**src/rtl/angle_bias_kalman_filter_assert.svh**
```systemverilog
// Assertion macros for the angle/bias Kalman filter.
`ifndef ANGLE_BIAS_KALMAN_FILTER_ASSERT_SVH
`define ANGLE_BIAS_KALMAN_FILTER_ASSERT_SVH

// Same-cycle implication, disabled during reset.
`define ABKF_ASSERT_IMPLY(label, clk, rstn, ante, cons) \
    label: assert property (@(posedge clk) disable iff (!rstn) (ante) |-> (cons)) \
        else $error("abkf: same-cycle check failed");

// Next-cycle implication, disabled during reset.
`define ABKF_ASSERT_NEXT(label, clk, rstn, ante, cons) \
    label: assert property (@(posedge clk) disable iff (!rstn) (ante) |=> (cons)) \
        else $error("abkf: next-cycle check failed");

`endif

```
**src/rtl/abkf_pkg.sv**
```systemverilog
package abkf_pkg;

    localparam int ANGLE_W   = 32;
    localparam int COV_W     = 48;
    localparam int NOISE_W   = 47;
    localparam int DT_W      = 32;
    localparam int GAIN_W    = 41;
    localparam int FRAC_COV  = 40;
    localparam int FRAC_DT   = 32;
    localparam int CFG_IDX_W = 2;

    // shared multiplier: signed A x signed B, B consumed one digit per cycle
    localparam int MUL_A_W     = 52;
    localparam int MUL_B_W     = 48;
    localparam int MUL_DIGIT_W = 16;
    localparam int MUL_DIGITS  = MUL_B_W / MUL_DIGIT_W;
    localparam int MUL_CNT_W   = $clog2(MUL_DIGITS);
    localparam int MUL_P_W     = MUL_A_W + MUL_B_W;
    localparam int MUL_PP_W    = MUL_A_W + MUL_DIGIT_W;

    // restoring divider, one quotient bit per cycle
    localparam int DIV_W     = 48;
    localparam int DIV_PRE   = DIV_W - FRAC_COV;
    localparam int DIV_CNT_W = $clog2(DIV_W);

    localparam logic [CFG_IDX_W-1:0] CFG_ANGLE_NOISE = 2'd0;
    localparam logic [CFG_IDX_W-1:0] CFG_BIAS_NOISE  = 2'd1;
    localparam logic [CFG_IDX_W-1:0] CFG_MEAS_NOISE  = 2'd2;

    localparam logic [NOISE_W-1:0] ANGLE_NOISE_RST = 47'd1099511628;
    localparam logic [NOISE_W-1:0] BIAS_NOISE_RST  = 47'd3298534883;
    localparam logic [NOISE_W-1:0] MEAS_NOISE_RST  = 47'd32985348977;

    localparam logic [GAIN_W-1:0] ONE_Q40  = {1'b1, {FRAC_COV{1'b0}}};
    localparam logic [DIV_W-1:0]  K1_LIMIT = {1'b0, {(DIV_W-1){1'b1}}};

    typedef struct packed {
        logic               start;
        logic               frac40;   // shift by 40 instead of 32
        logic [MUL_A_W-1:0] a;
        logic [MUL_B_W-1:0] b;
    } mul_req_t;

    typedef struct packed {
        logic                    done;
        logic signed [COV_W-1:0] res;
    } mul_rsp_t;

    typedef struct packed {
        logic             start;
        logic             lim_k0;     // clamp to 1.0 instead of Q8.40 max
        logic [DIV_W-1:0] num;
        logic [DIV_W-1:0] den;
    } div_req_t;

    typedef struct packed {
        logic             done;
        logic [DIV_W-1:0] res;
    } div_rsp_t;

    function automatic logic signed [ANGLE_W-1:0] sat32(input logic signed [49:0] v);
        if (v > 50'sd2147483647) begin
            return 32'sh7FFF_FFFF;
        end else if (v < -50'sd2147483648) begin
            return 32'sh8000_0000;
        end else begin
            return $signed(v[ANGLE_W-1:0]);
        end
    endfunction

    function automatic logic signed [COV_W-1:0] sat48(input logic signed [49:0] v);
        if (v > 50'sd140737488355327) begin
            return 48'sh7FFF_FFFF_FFFF;
        end else if (v < -50'sd140737488355328) begin
            return 48'sh8000_0000_0000;
        end else begin
            return $signed(v[COV_W-1:0]);
        end
    endfunction

endpackage

```
**src/rtl/abkf_div.sv**
```systemverilog
module abkf_div (
    input  logic               aclk,
    input  logic               aresetn,
    input  abkf_pkg::div_req_t req,
    output abkf_pkg::div_rsp_t rsp
);
    import abkf_pkg::*;

    typedef enum logic [1:0] {D_IDLE, D_RUN, D_FIN} dstate_t;

    dstate_t              state_reg;
    logic                 ovf_reg;
    logic                 lim_k0_reg;
    logic [DIV_W-1:0]     den_reg;
    logic [DIV_W-1:0]     rem_reg;
    logic [DIV_W-1:0]     feed_reg;
    logic [DIV_W-1:0]     q_reg;
    logic [DIV_CNT_W-1:0] cnt_reg;
    logic [DIV_W-1:0]     res_reg;
    logic                 done_reg;

    logic [DIV_W:0]       trial;
    logic                 fits;
    logic [DIV_W-1:0]     lim;

    assign trial = {rem_reg, feed_reg[DIV_W-1]};
    assign fits  = trial >= {1'b0, den_reg};
    assign lim   = lim_k0_reg ? DIV_W'(ONE_Q40) : K1_LIMIT;

    always_ff @(posedge aclk) begin
        if (!aresetn) begin
            state_reg <= D_IDLE;
            done_reg  <= 1'b0;
        end else begin
            done_reg <= 1'b0;
            unique case (state_reg)
                D_IDLE: begin
                    if (req.start) begin
                        // quotient needs more than DIV_W bits
                        ovf_reg    <= {{DIV_PRE{1'b0}}, req.num} >= {req.den, {DIV_PRE{1'b0}}};
                        lim_k0_reg <= req.lim_k0;
                        den_reg    <= req.den;
                        rem_reg    <= {{DIV_PRE{1'b0}}, req.num[DIV_W-1:DIV_PRE]};
                        feed_reg   <= {req.num[DIV_PRE-1:0], {FRAC_COV{1'b0}}};
                        q_reg      <= '0;
                        cnt_reg    <= '0;
                        state_reg  <= D_RUN;
                    end
                end
                D_RUN: begin
                    rem_reg  <= fits ? DIV_W'(trial - {1'b0, den_reg}) : trial[DIV_W-1:0];
                    q_reg    <= {q_reg[DIV_W-2:0], fits};
                    feed_reg <= {feed_reg[DIV_W-2:0], 1'b0};
                    cnt_reg  <= cnt_reg + 1'b1;
                    if (cnt_reg == DIV_CNT_W'(DIV_W - 1)) begin
                        state_reg <= D_FIN;
                    end
                end
                D_FIN: begin
                    res_reg   <= (ovf_reg || (q_reg > lim)) ? lim : q_reg;
                    done_reg  <= 1'b1;
                    state_reg <= D_IDLE;
                end
                default: state_reg <= D_IDLE;
            endcase
        end
    end

    assign rsp.done = done_reg;
    assign rsp.res  = res_reg;

endmodule

```
**config.mk**
```make
export PLATFORM = sky130hd
export DESIGN_NAME = abkf_div
export DESIGN_NICKNAME = d
export VERILOG_FILES = /design/src/rtl/angle_bias_kalman_filter_assert.svh /design/src/rtl/abkf_pkg.sv /design/src/rtl/abkf_div.sv
export SDC_FILE = /design/constraint.sdc
export NUM_CORES = 1
export LEC_CHECK = 0
export BUFFER_PORTS_ARGS = -buffer_cell sky130_fd_sc_hd__clkbuf_2
export CORE_MARGIN = 5
export CORE_UTILIZATION = 48
export CTS_CLUSTER_SIZE = 12
export DETAILED_ROUTE_END_ITERATION = 6
export HOLD_SLACK_MARGIN = 0.15
export PLACE_DENSITY_LB_ADDON = 0.15
export REMOVE_ABC_BUFFERS = 1
export SLEW_MARGIN = 15
export SYNTH_ARGS = -nofsm -noshare
export SYNTH_HDL_FRONTEND = slang
export SYNTH_SLANG_ARGS = --single-unit
```
**constraint.sdc**
```tcl
create_clock -name aclk -period 4.1 [get_ports aclk]
set_clock_uncertainty 0.15 [all_clocks]
set_input_delay 0.205 -clock aclk [delete_from_list [all_inputs] [get_ports aclk]]
set_output_delay 0.205 -clock aclk [all_outputs]
set_load 0.01 [all_outputs]
```
==> metrics.yaml <==
min_path:
  hp-class: "input port to register"
  hold_depth: 2
clock_network:
  clk_latency_ns: 0.53
  clock_path_buffers: 3
  clk_pin_slew_worst_paths_ns: 0.06
  htree_levels: 1
  cts_made_buffers: 24
  cts_root_buf: "clkbuf_16"
  cts.sinks: 211
  cts_tree: "done"
layout:
  post-route-util_pct: 59.7
  drive_above_1_share_pct: 14.4
  fillerInstances: 2324
  area_growth_pct: 22.7
  final_area_um2: 16100
  stdcell_count: 1893
  nets: 1769
synth:
  synth_top_area_share_pct: 47.6
  synth_edf_count: 208
  ys_dominant_reg_cell: "edfxtp_1"
  syn-mean-instance-area_um2: 10.2
  synthAdderAreaFrac_pct: 13.0
  synth_xor_area_share_pct: 3.07
  yosys.area_share.simple_pct: 13.2
  yosysTopAreaCell: "edfxtp_1"
  synth_mux_area_share_pct: 3.91
  ys_ff_latch: 211
  synthArstFlopShare_pct: 0
  synth_cell_type_count: 64
  synth_cells: 1283
  yosysWarnings: 0
  synth_compound_area_share_pct: 13.0
  ys_seq_area_share_pct: 48.1
  netlist_area_um2: 13100
  synth_top_family_by_area: "simple AND/OR/NAND/NOR gates"
  synth_area_leaders: "edfxtp_1 (48%), ha_1 (13%), inv_1 (4.3%), mux2i_1 (3.7%), nand2_1 (3.6%)"
timing:
  fin_crit_sh_pct: 94.7
  rsz0062_at_grt: "true"
  final_max_slew_viol_count: 0
  finalHoldViolations: 0
  setup_viol: 0
  layout_setup_ws_ns: 0.219
  max_freq_mhz: 258
  fin_crit_ns: 3.88
  relSlewSlack_pct: 30.9
  tightest_slew_ns: 1.04
worst_setup_path:
  path_delay_family: "simple AND/OR/NAND/NOR gates"
  crit_slowest_cell: "or4b_4"
  crit_fanout: 35
  cp_num_buf_inv: 0
  cp.depth: 11
  crit_type: "register to register"
  crit_path_max_incr_delay_ns: 0.53
  required_ns: 4.31
  worstSetupStartpointType: "register"
  endpoint_kind: "register"
  critPathArrivalTime_ns: 4.09
  path_common_cell: "a21oi_2"
  crit_chain: "ha_1 > and3_1 > nand3_1 > o31ai_2 > a21oi_2 > or4b_4 > a21oi_2 > a31oi_2 > and2_4 > or3_1 > a31oi_1"
  reg2reg_depth: 11
placement:
  gp_congestion: 0.884
  dpl_worst_slack_ns: 0.235
  postPlaceCellArea_um2: 14300
  port_buffers: 148
  hpwlAfterDp_um: 22800
  dp.cells: 1749
routing:
  remaining_drc_errors: 0
  dr_total_vias: 10200
  wl_per_cell_um: 16.7
  vias_per_cell: 5.41
  wl_um: 31600
  drt-initial-drc-count: 705
  firstDrtPassIters: 5
  ant_nets: 0
job:
  maxCapViolations: 0
outcome:
  outcome: "complete, no violations"
grt:
  grt_max_degree: 57
  grt.overflow.total: 0
  antenna_found_initial: 1
  grt_pass1_vias: 10500
  grt.total_usage_pct: 20.3
  grt_pass1_wl_um: 51700
die:
  num_rows: 60
  coreArea_um2: 27000
  die_h_um: 175
  start_util_pct: 48.7
  fp.dieW_um: 175
  die_area_um2: 30700
  io_pins: 149
pwr:
  total_power_uw: 6300
  ir_drop_uv: 261
  p_leak_uw: 0.00742
  power_density_nw_per_um2: 392
per-layer routing:
metal / vias up / GRT usage [%] / wire length (um)
li1: 5105 / - / -
met1: 4820 / 26.4 / 14100
met2: 258 / 35.8 / 15100
met3: 54 / 2.58 / 1540
met4: 0 / 5.66 / 876
met5: - / 0 / 0
cells in the mapped netlist (all sizes together) (3+ instances only):
| cell type | instances |
|---|---|
| nor3 | 13 |
| and3 | 4 |
| mux2i | 49 |
| buf | 7 |
| o211ai | 9 |
| or3 | 4 |
| xnor2 | 24 |
| xor2 | 22 |
| a211oi | 6 |
| dfxtp | 3 |
| nand2 | 127 |
| nand4 | 28 |
| a221oi | 3 |
| nand2b | 12 |
| a21o | 60 |
| a21oi | 82 |
| nor2 | 113 |
| nor4 | 6 |
| and2 | 10 |
| a31oi | 30 |
| o221ai | 3 |
| nor2b | 15 |
| clkbuf | 36 |
| a31o | 3 |
| edfxtp | 208 |
| o31ai | 3 |
| ha | 135 |
| o21a | 4 |
| nand3 | 28 |
| o21bai | 7 |
| inv | 152 |
| o21ai | 45 |
placed cells by master (no fill, tap or decap), types with 28 or more instances in the layout:
master / synthesis / layout
o21ai_0: 45 / 45
clkbuf_2: 0 / 148
nand3_1: 28 / 28
mux2i_1: 49 / 49
nand4_1: 28 / 28
a31oi_1: 29 / 29
edfxtp_1: 208 / 208
nand2_1: 127 / 125
ha_1: 135 / 135
nor2_1: 113 / 113
a21oi_1: 80 / 80
inv_1: 152 / 151
dlygate4sd3_1: 0 / 99
a21o_1: 60 / 59
cells by family after synthesis:
logic type,Yosys count
AOI/OAI and AO/OA,268
xor gates and xnor gates,46
adders and majority gates,136
buffers and inverters,195
DFF,211
muxes,51
other,1
and+or+nand+nor,375
worst paths after layout:
check / start / endpoint / slack [ns]
worst max register to register: rem_reg[7] / rem_reg[10] / 0.22
worst max-delay path: rem_reg[7] / rem_reg[10] / 0.22
worst min-delay path: req[96] / lim_k0_reg / 0.25
worst min register to register: feed_reg[41] / feed_reg[42] / 0.36
power by group:
part / leakage (uW) / switching, uW / internal, uW / total, uW
clock: 0.000376 / 864 / 1280 / 2140
sequential: 0.00198 / 73.7 / 2580 / 2650
combinational: 0.00507 / 880 / 624 / 1500
total: 0.00742 / 1820 / 4480 / 6300
cell type report:
class	count	area (um^2)	area share (%)
inverter	152	571	3.55
multi-input combinational	877	6090	37.9
tap	341	427	2.65
sequential	211	6310	39.2
clock buffer	36	686	4.26
clock inverter	7	96.3	0.599
timing repair buffer	267	1910	11.9
antenna	2	5.00	0.0311
through the flow:
| step | hold WS (ns) | TNS (ns) |
|---|---|---|
| 2_1_floorplan | 0.154 | -289.69 |
| 3_3_place_gp | 0.236 | 0 |
| 3_5_place_dp | 0.239 | 0 |
| 4_1_cts | 0.227 | 0 |
| 5_1_grt | 0.243 | -0.0354 |
| 6_report | 0.254 | 0 |
timing repair:
item | 4_1_cts | 5_1_grt
setup endpoints to repair | 0 | 25
buffers inserted | 0 | 0
hold buffers | 99 | 0
endpoints found under the hold margin | 100 | 0
gates resized for setup | 0 | 2
Note: power is estimated with default switching activity, not from simulation.
