--- src/rtl/angle_bias_kalman_filter_assert.svh ---
// Assertion macros for the angle/bias Kalman filter.
`ifndef ANGLE_BIAS_KALMAN_FILTER_ASSERT_SVH
`define ANGLE_BIAS_KALMAN_FILTER_ASSERT_SVH

// Same-cycle implication, disabled during reset.
`define ABKF_ASSERT_IMPLY(label, clk, rstn, ante, cons) \
    label: assert property (@(posedge clk) disable iff (!rstn) (ante) |-> (cons)) \
        else $error("abkf: same-cycle check failed");

// Next-cycle implication, disabled during reset.
`define ABKF_ASSERT_NEXT(label, clk, rstn, ante, cons) \
    label: assert property (@(posedge clk) disable iff (!rstn) (ante) |=> (cons)) \
        else $error("abkf: next-cycle check failed");

`endif

--- src/rtl/abkf_pkg.sv ---
package abkf_pkg;

    localparam int ANGLE_W   = 32;
    localparam int COV_W     = 48;
    localparam int NOISE_W   = 47;
    localparam int DT_W      = 32;
    localparam int GAIN_W    = 41;
    localparam int FRAC_COV  = 40;
    localparam int FRAC_DT   = 32;
    localparam int CFG_IDX_W = 2;

    // shared multiplier: signed A x signed B, B consumed one digit per cycle
    localparam int MUL_A_W     = 52;
    localparam int MUL_B_W     = 48;
    localparam int MUL_DIGIT_W = 16;
    localparam int MUL_DIGITS  = MUL_B_W / MUL_DIGIT_W;
    localparam int MUL_CNT_W   = $clog2(MUL_DIGITS);
    localparam int MUL_P_W     = MUL_A_W + MUL_B_W;
    localparam int MUL_PP_W    = MUL_A_W + MUL_DIGIT_W;

    // restoring divider, one quotient bit per cycle
    localparam int DIV_W     = 48;
    localparam int DIV_PRE   = DIV_W - FRAC_COV;
    localparam int DIV_CNT_W = $clog2(DIV_W);

    localparam logic [CFG_IDX_W-1:0] CFG_ANGLE_NOISE = 2'd0;
    localparam logic [CFG_IDX_W-1:0] CFG_BIAS_NOISE  = 2'd1;
    localparam logic [CFG_IDX_W-1:0] CFG_MEAS_NOISE  = 2'd2;

    localparam logic [NOISE_W-1:0] ANGLE_NOISE_RST = 47'd1099511628;
    localparam logic [NOISE_W-1:0] BIAS_NOISE_RST  = 47'd3298534883;
    localparam logic [NOISE_W-1:0] MEAS_NOISE_RST  = 47'd32985348977;

    localparam logic [GAIN_W-1:0] ONE_Q40  = {1'b1, {FRAC_COV{1'b0}}};
    localparam logic [DIV_W-1:0]  K1_LIMIT = {1'b0, {(DIV_W-1){1'b1}}};

    typedef struct packed {
        logic               start;
        logic               frac40;   // shift by 40 instead of 32
        logic [MUL_A_W-1:0] a;
        logic [MUL_B_W-1:0] b;
    } mul_req_t;

    typedef struct packed {
        logic                    done;
        logic signed [COV_W-1:0] res;
    } mul_rsp_t;

    typedef struct packed {
        logic             start;
        logic             lim_k0;     // clamp to 1.0 instead of Q8.40 max
        logic [DIV_W-1:0] num;
        logic [DIV_W-1:0] den;
    } div_req_t;

    typedef struct packed {
        logic             done;
        logic [DIV_W-1:0] res;
    } div_rsp_t;

    function automatic logic signed [ANGLE_W-1:0] sat32(input logic signed [49:0] v);
        if (v > 50'sd2147483647) begin
            return 32'sh7FFF_FFFF;
        end else if (v < -50'sd2147483648) begin
            return 32'sh8000_0000;
        end else begin
            return $signed(v[ANGLE_W-1:0]);
        end
    endfunction

    function automatic logic signed [COV_W-1:0] sat48(input logic signed [49:0] v);
        if (v > 50'sd140737488355327) begin
            return 48'sh7FFF_FFFF_FFFF;
        end else if (v < -50'sd140737488355328) begin
            return 48'sh8000_0000_0000;
        end else begin
            return $signed(v[COV_W-1:0]);
        end
    endfunction

endpackage

--- src/rtl/abkf_mul.sv ---
module abkf_mul (
    input  logic               aclk,
    input  logic               aresetn,
    input  abkf_pkg::mul_req_t req,
    output abkf_pkg::mul_rsp_t rsp
);
    import abkf_pkg::*;

    typedef enum logic [1:0] {M_IDLE, M_ACC, M_FIN} mstate_t;

    mstate_t                 state_reg;
    logic                    neg_reg;
    logic                    frac40_reg;
    logic [MUL_A_W-1:0]      maga_reg;
    logic [MUL_B_W-1:0]      magb_reg;
    logic [MUL_P_W-1:0]      acc_reg;
    logic [MUL_CNT_W-1:0]    cnt_reg;
    logic signed [COV_W-1:0] res_reg;
    logic                    done_reg;

    logic [MUL_A_W-1:0]      maga_in;
    logic [MUL_B_W-1:0]      magb_in;
    logic [MUL_PP_W-1:0]     partial;
    logic [MUL_P_W-1:0]      acc_next;
    logic signed [MUL_P_W:0] prod_s;
    logic signed [MUL_P_W:0] prod_sh;
    logic signed [COV_W-1:0] res_next;

    assign maga_in = req.a[MUL_A_W-1] ? (~req.a + 1'b1) : req.a;
    assign magb_in = req.b[MUL_B_W-1] ? (~req.b + 1'b1) : req.b;

    // top digit first, accumulator shifts up one digit per cycle
    assign partial  = maga_reg * magb_reg[MUL_B_W-1 -: MUL_DIGIT_W];
    assign acc_next = {acc_reg[MUL_P_W-MUL_DIGIT_W-1:0], {MUL_DIGIT_W{1'b0}}}
                    + MUL_P_W'(partial);

    always_comb begin
        prod_s  = neg_reg ? -$signed({1'b0, acc_reg}) : $signed({1'b0, acc_reg});
        prod_sh = frac40_reg ? (prod_s >>> FRAC_COV) : (prod_s >>> FRAC_DT);
        if (prod_sh > 101'sd140737488355327) begin
            res_next = 48'sh7FFF_FFFF_FFFF;
        end else if (prod_sh < -101'sd140737488355328) begin
            res_next = 48'sh8000_0000_0000;
        end else begin
            res_next = $signed(prod_sh[COV_W-1:0]);
        end
    end

    always_ff @(posedge aclk) begin
        if (!aresetn) begin
            state_reg <= M_IDLE;
            done_reg  <= 1'b0;
        end else begin
            done_reg <= 1'b0;
            unique case (state_reg)
                M_IDLE: begin
                    if (req.start) begin
                        neg_reg    <= req.a[MUL_A_W-1] ^ req.b[MUL_B_W-1];
                        frac40_reg <= req.frac40;
                        maga_reg   <= maga_in;
                        magb_reg   <= magb_in;
                        acc_reg    <= '0;
                        cnt_reg    <= '0;
                        state_reg  <= M_ACC;
                    end
                end
                M_ACC: begin
                    acc_reg  <= acc_next;
                    magb_reg <= {magb_reg[MUL_B_W-MUL_DIGIT_W-1:0], {MUL_DIGIT_W{1'b0}}};
                    cnt_reg  <= cnt_reg + 1'b1;
                    if (cnt_reg == MUL_CNT_W'(MUL_DIGITS - 1)) begin
                        state_reg <= M_FIN;
                    end
                end
                M_FIN: begin
                    res_reg   <= res_next;
                    done_reg  <= 1'b1;
                    state_reg <= M_IDLE;
                end
                default: state_reg <= M_IDLE;
            endcase
        end
    end

    assign rsp.done = done_reg;
    assign rsp.res  = res_reg;

endmodule

--- config.mk ---
export PLATFORM = sky130hd
export DESIGN_NAME = abkf_mul
export DESIGN_NICKNAME = d
export VERILOG_FILES = /design/src/rtl/angle_bias_kalman_filter_assert.svh /design/src/rtl/abkf_pkg.sv /design/src/rtl/abkf_mul.sv
export SDC_FILE = /design/constraint.sdc
export NUM_CORES = 2
export LEC_CHECK = 0
export BUFFER_PORTS_ARGS = -buffer_cell sky130_fd_sc_hd__buf_2
export CAP_MARGIN = 0
export CORE_MARGIN = 5
export CORE_UTILIZATION = 40
export CTS_CLUSTER_SIZE = 16
export DETAILED_ROUTE_END_ITERATION = 12
export GPL_TIMING_DRIVEN = 0
export SYNTH_ARGS = -nofsm -noshare
export SYNTH_HDL_FRONTEND = slang
export SYNTH_SLANG_ARGS = --single-unit
--- constraint.sdc ---
create_clock -name aclk -period 22.6 [get_ports aclk]
set_input_delay 4.52 -clock aclk [delete_from_list [all_inputs] [get_ports aclk]]
set_output_delay 4.52 -clock aclk [all_outputs]
set_load 0.02 [all_outputs]
==> flow_metrics.py <==
metrics = {
    "floorplanning": {
        "die_y_um": 333.0,
        "initial_core_util_pct": 40.26,
        "die_w_um": 333.0,
        "coreArea_sq_um": 103600,
        "num_io_pins": 153,
        "dieArea_sq_um": 110900,
        "std_cell_rows": 118,
    },
    "sta": {
        "tightest_slew_ns": 1.438,
        "slew-limit-headroom_pct": 4.163,
        "finalCritPeriodShare_pct": 46.42,
        "rsz0062_at_grt": "no",
        "maxSlewViolCount": 0,
        "worst_slack_ns": 12.11,
        "fin_setup_tns_ns": 0,
        "period_minus_slack_ns": 10.49,
        "fmax_mhz": 95.33,
        "setup_viol": 0,
        "final_hold_viol_count": 0,
        "skew_ns": 0.02016,
    },
    "synth": {
        "synth_ff_type": "edfxtp_1",
        "yosysWarningCount": 0,
        "ys_ff_latch": 255,
        "yosysSeqAreaShare_pct": 18.28,
        "syn-cell-area_sq_um": 41730,
        "syn_area_per_cell_sq_um": 9.009,
        "syn_nets": 5645,
        "ys_types": 76,
        "synth_edf_count": 252,
        "netlist_instances": 4632,
        "synth-async-reset-ratio_pct": 0,
    },
    "global_route": {
        "grt_max_degree": 64,
        "grt_pass1_wl_um": 221800,
        "gr-total-overflow": 0,
        "grtUsageTotal_pct": 26.50,
        "grt_pass1_vias": 34440,
        "antenna_found_initial": 18,
    },
    "clocking": {
        "path_clk_slew_ns": 0.06,
        "htree_levels": 2,
        "cts_tree": "done",
        "cts_buffers": 36,
        "clock_sinks": 255,
        "cts_max_path_buffers": 3,
        "root_buffer": "clkbuf_16",
        "clk_latency_ns": 0.60,
        "cts_setup_buffers": 0,
        "cts_resized": 0,
        "hold_buffers": 0,
    },
    "final_layout": {
        "multiInputGateArea_sq_um": 29570,
        "nets": 5839,
        "nFillCells": 10420,
        "final_util_pct": 43.92,
        "drive_above_1_share_pct": 5.340,
        "syn_to_final_growth_pct": 9.073,
        "final_common_cell": "inv_1",
        "largest_register_ffs": 100,
        "layout_common_cells": "950 x inv_1, 750 x nand2_1, 750 x fa_1, 294 x and2_1, 252 x edfxtp_1",
        "seqCellArea_sq_um": 7627,
    },
    "setup_path": {
        "crit_type": "reg -> reg",
        "cp.arrival_ns": 10.82,
        "cp-end-kind": "flip-flop",
        "cp-start-kind": "flip-flop",
        "path_max_fanout": 10,
        "cp.required_ns": 22.93,
    },
    "placement": {
        "dp_hpwl_um": 119600,
        "port_buffers": 151,
        "gp_congestion": 0.9885,
        "pre_cts_ws_ns": 12.29,
    },
    "detailed_routing": {
        "vias": 33110,
        "final_antenna_net_count": 0,
        "drtIter0Drc": 3065,
        "routedWlPerCell_um": 23.29,
        "via_per_inst": 5.306,
        "drc_errors": 0,
        "finalWirelength_um": 145400,
        "drtPass1Iterations": 7,
    },
    "flow_run": {
        "maxCapViolCount": 0,
    },
    "outcome": {
        "status": "finished clean",
    },
    "hold_path": {
        "min-delay-path-class": "reg -> reg",
    },
}
## final timing paths
check	from	to	slack [ns]	cells past startpoint
worst max-delay path	magb_reg[42]$_DFFE_PP_	acc_reg[97]$_SDFFCE_PN0P_	12.11	24
worst min-delay path	magb_reg[25]$_DFFE_PP_	magb_reg[41]$_DFFE_PP_	0.53	2
worst max register to register	magb_reg[42]$_DFFE_PP_	acc_reg[97]$_SDFFCE_PN0P_	12.11	24
worst min register to register	magb_reg[25]$_DFFE_PP_	magb_reg[41]$_DFFE_PP_	0.53	2
## critical path: stages, from the launching register on
cell       delay (ns)
edfxtp_1         0.32
clkbuf_1         0.67
clkbuf_1         1.02
nand2_1          0.18
fa_1             0.54
inv_1            0.05
fa_1             0.47
fa_1             0.53
fa_1             0.57
fa_1             0.54
fa_1             0.50
ha_1             0.29
clkbuf_1         0.34
o21a_1           0.19
a21oi_1          0.10
a2111oi_0        0.86
o2111ai_1        0.46
a2111oi_0        1.00
or4_1            0.33
a21bo_2          0.22
a31oi_1          0.18
clkbuf_1         0.28
nor4_1           0.30
xnor2_1          0.19
nor2_1           0.06
## cell families (layout without fill, tap and decap cells)
kind of cell	after synthesis	count (layout)	share of synthesized area, %
xor gates and xnor gates	244	244	5.121
other	0	11	0
adders and majority gates	909	909	40.75
AOI/OAI and AO/OA	510	510	7.562
buffers and inverters	1203	1421	10.90
muxes	23	23	0.5547
DFF	255	255	18.28
and+or+nand+nor	1488	1488	16.84
## metrics by stage
| step | cell area, sq um | std cells | hold WS (ns) |
|---|---|---|---|
| final | 45520 | 6241 | 0.5253 |
| after global routing | 45490 | 6230 | 0.5464 |
| after floorplan | 41730 | 4632 | 0.4963 |
| after global placement | 44210 | 6163 | 0.5054 |
| after detailed placement | 44300 | 6166 | 0.5112 |
| after CTS | 45440 | 6228 | 0.5269 |
## cells in the mapped netlist, drive strengths merged, types with 12 or more instances
library cell,number,area share [%]
nor2,168,1.5
ha,159,4.8
and2,294,4.4
inv,952,8.6
nand3,42,0.52
nand4,27,0.40
nand2,751,6.8
nand2b,12,0.18
clkbuf,239,2.1
xnor2,150,3.1
a21o,36,0.65
xor2,94,2.0
or4,25,0.46
o41ai,23,0.50
o21bai,15,0.27
a21oi,147,1.8
nor3,39,0.49
and3,17,0.25
edfxtp,252,18
o21ai,162,1.9
or2,23,0.34
nor4,23,0.34
mux2i,22,0.53
or3,33,0.49
fa,750,36
buf,12,0.19
o31ai,51,0.95
## cell type report
type | count | share of cell area [%]
buffer | 251 | 2.147
timing repair buffer | 156 | 1.919
clock buffer | 38 | 1.996
tap | 1380 | 3.794
inverter | 952 | 7.856
multi-input combinational | 3174 | 64.96
antenna | 11 | 0.06048
clock inverter | 24 | 0.5113
sequential | 255 | 16.76
## layer usage
metal / global-route usage, % / up-vias / wire length (um)
met3: 8.466 / 229 / 16520
li1: - / 14680 / -
met2: 39.33 / 1449 / 62020
met1: 37.36 / 16750 / 61800
met4: 7.891 / 12 / 4936
met5: 0 / - / 73
Power is not shown: default switching activity piles up to over one toggle a cycle in this logic, so the estimate is an artifact.
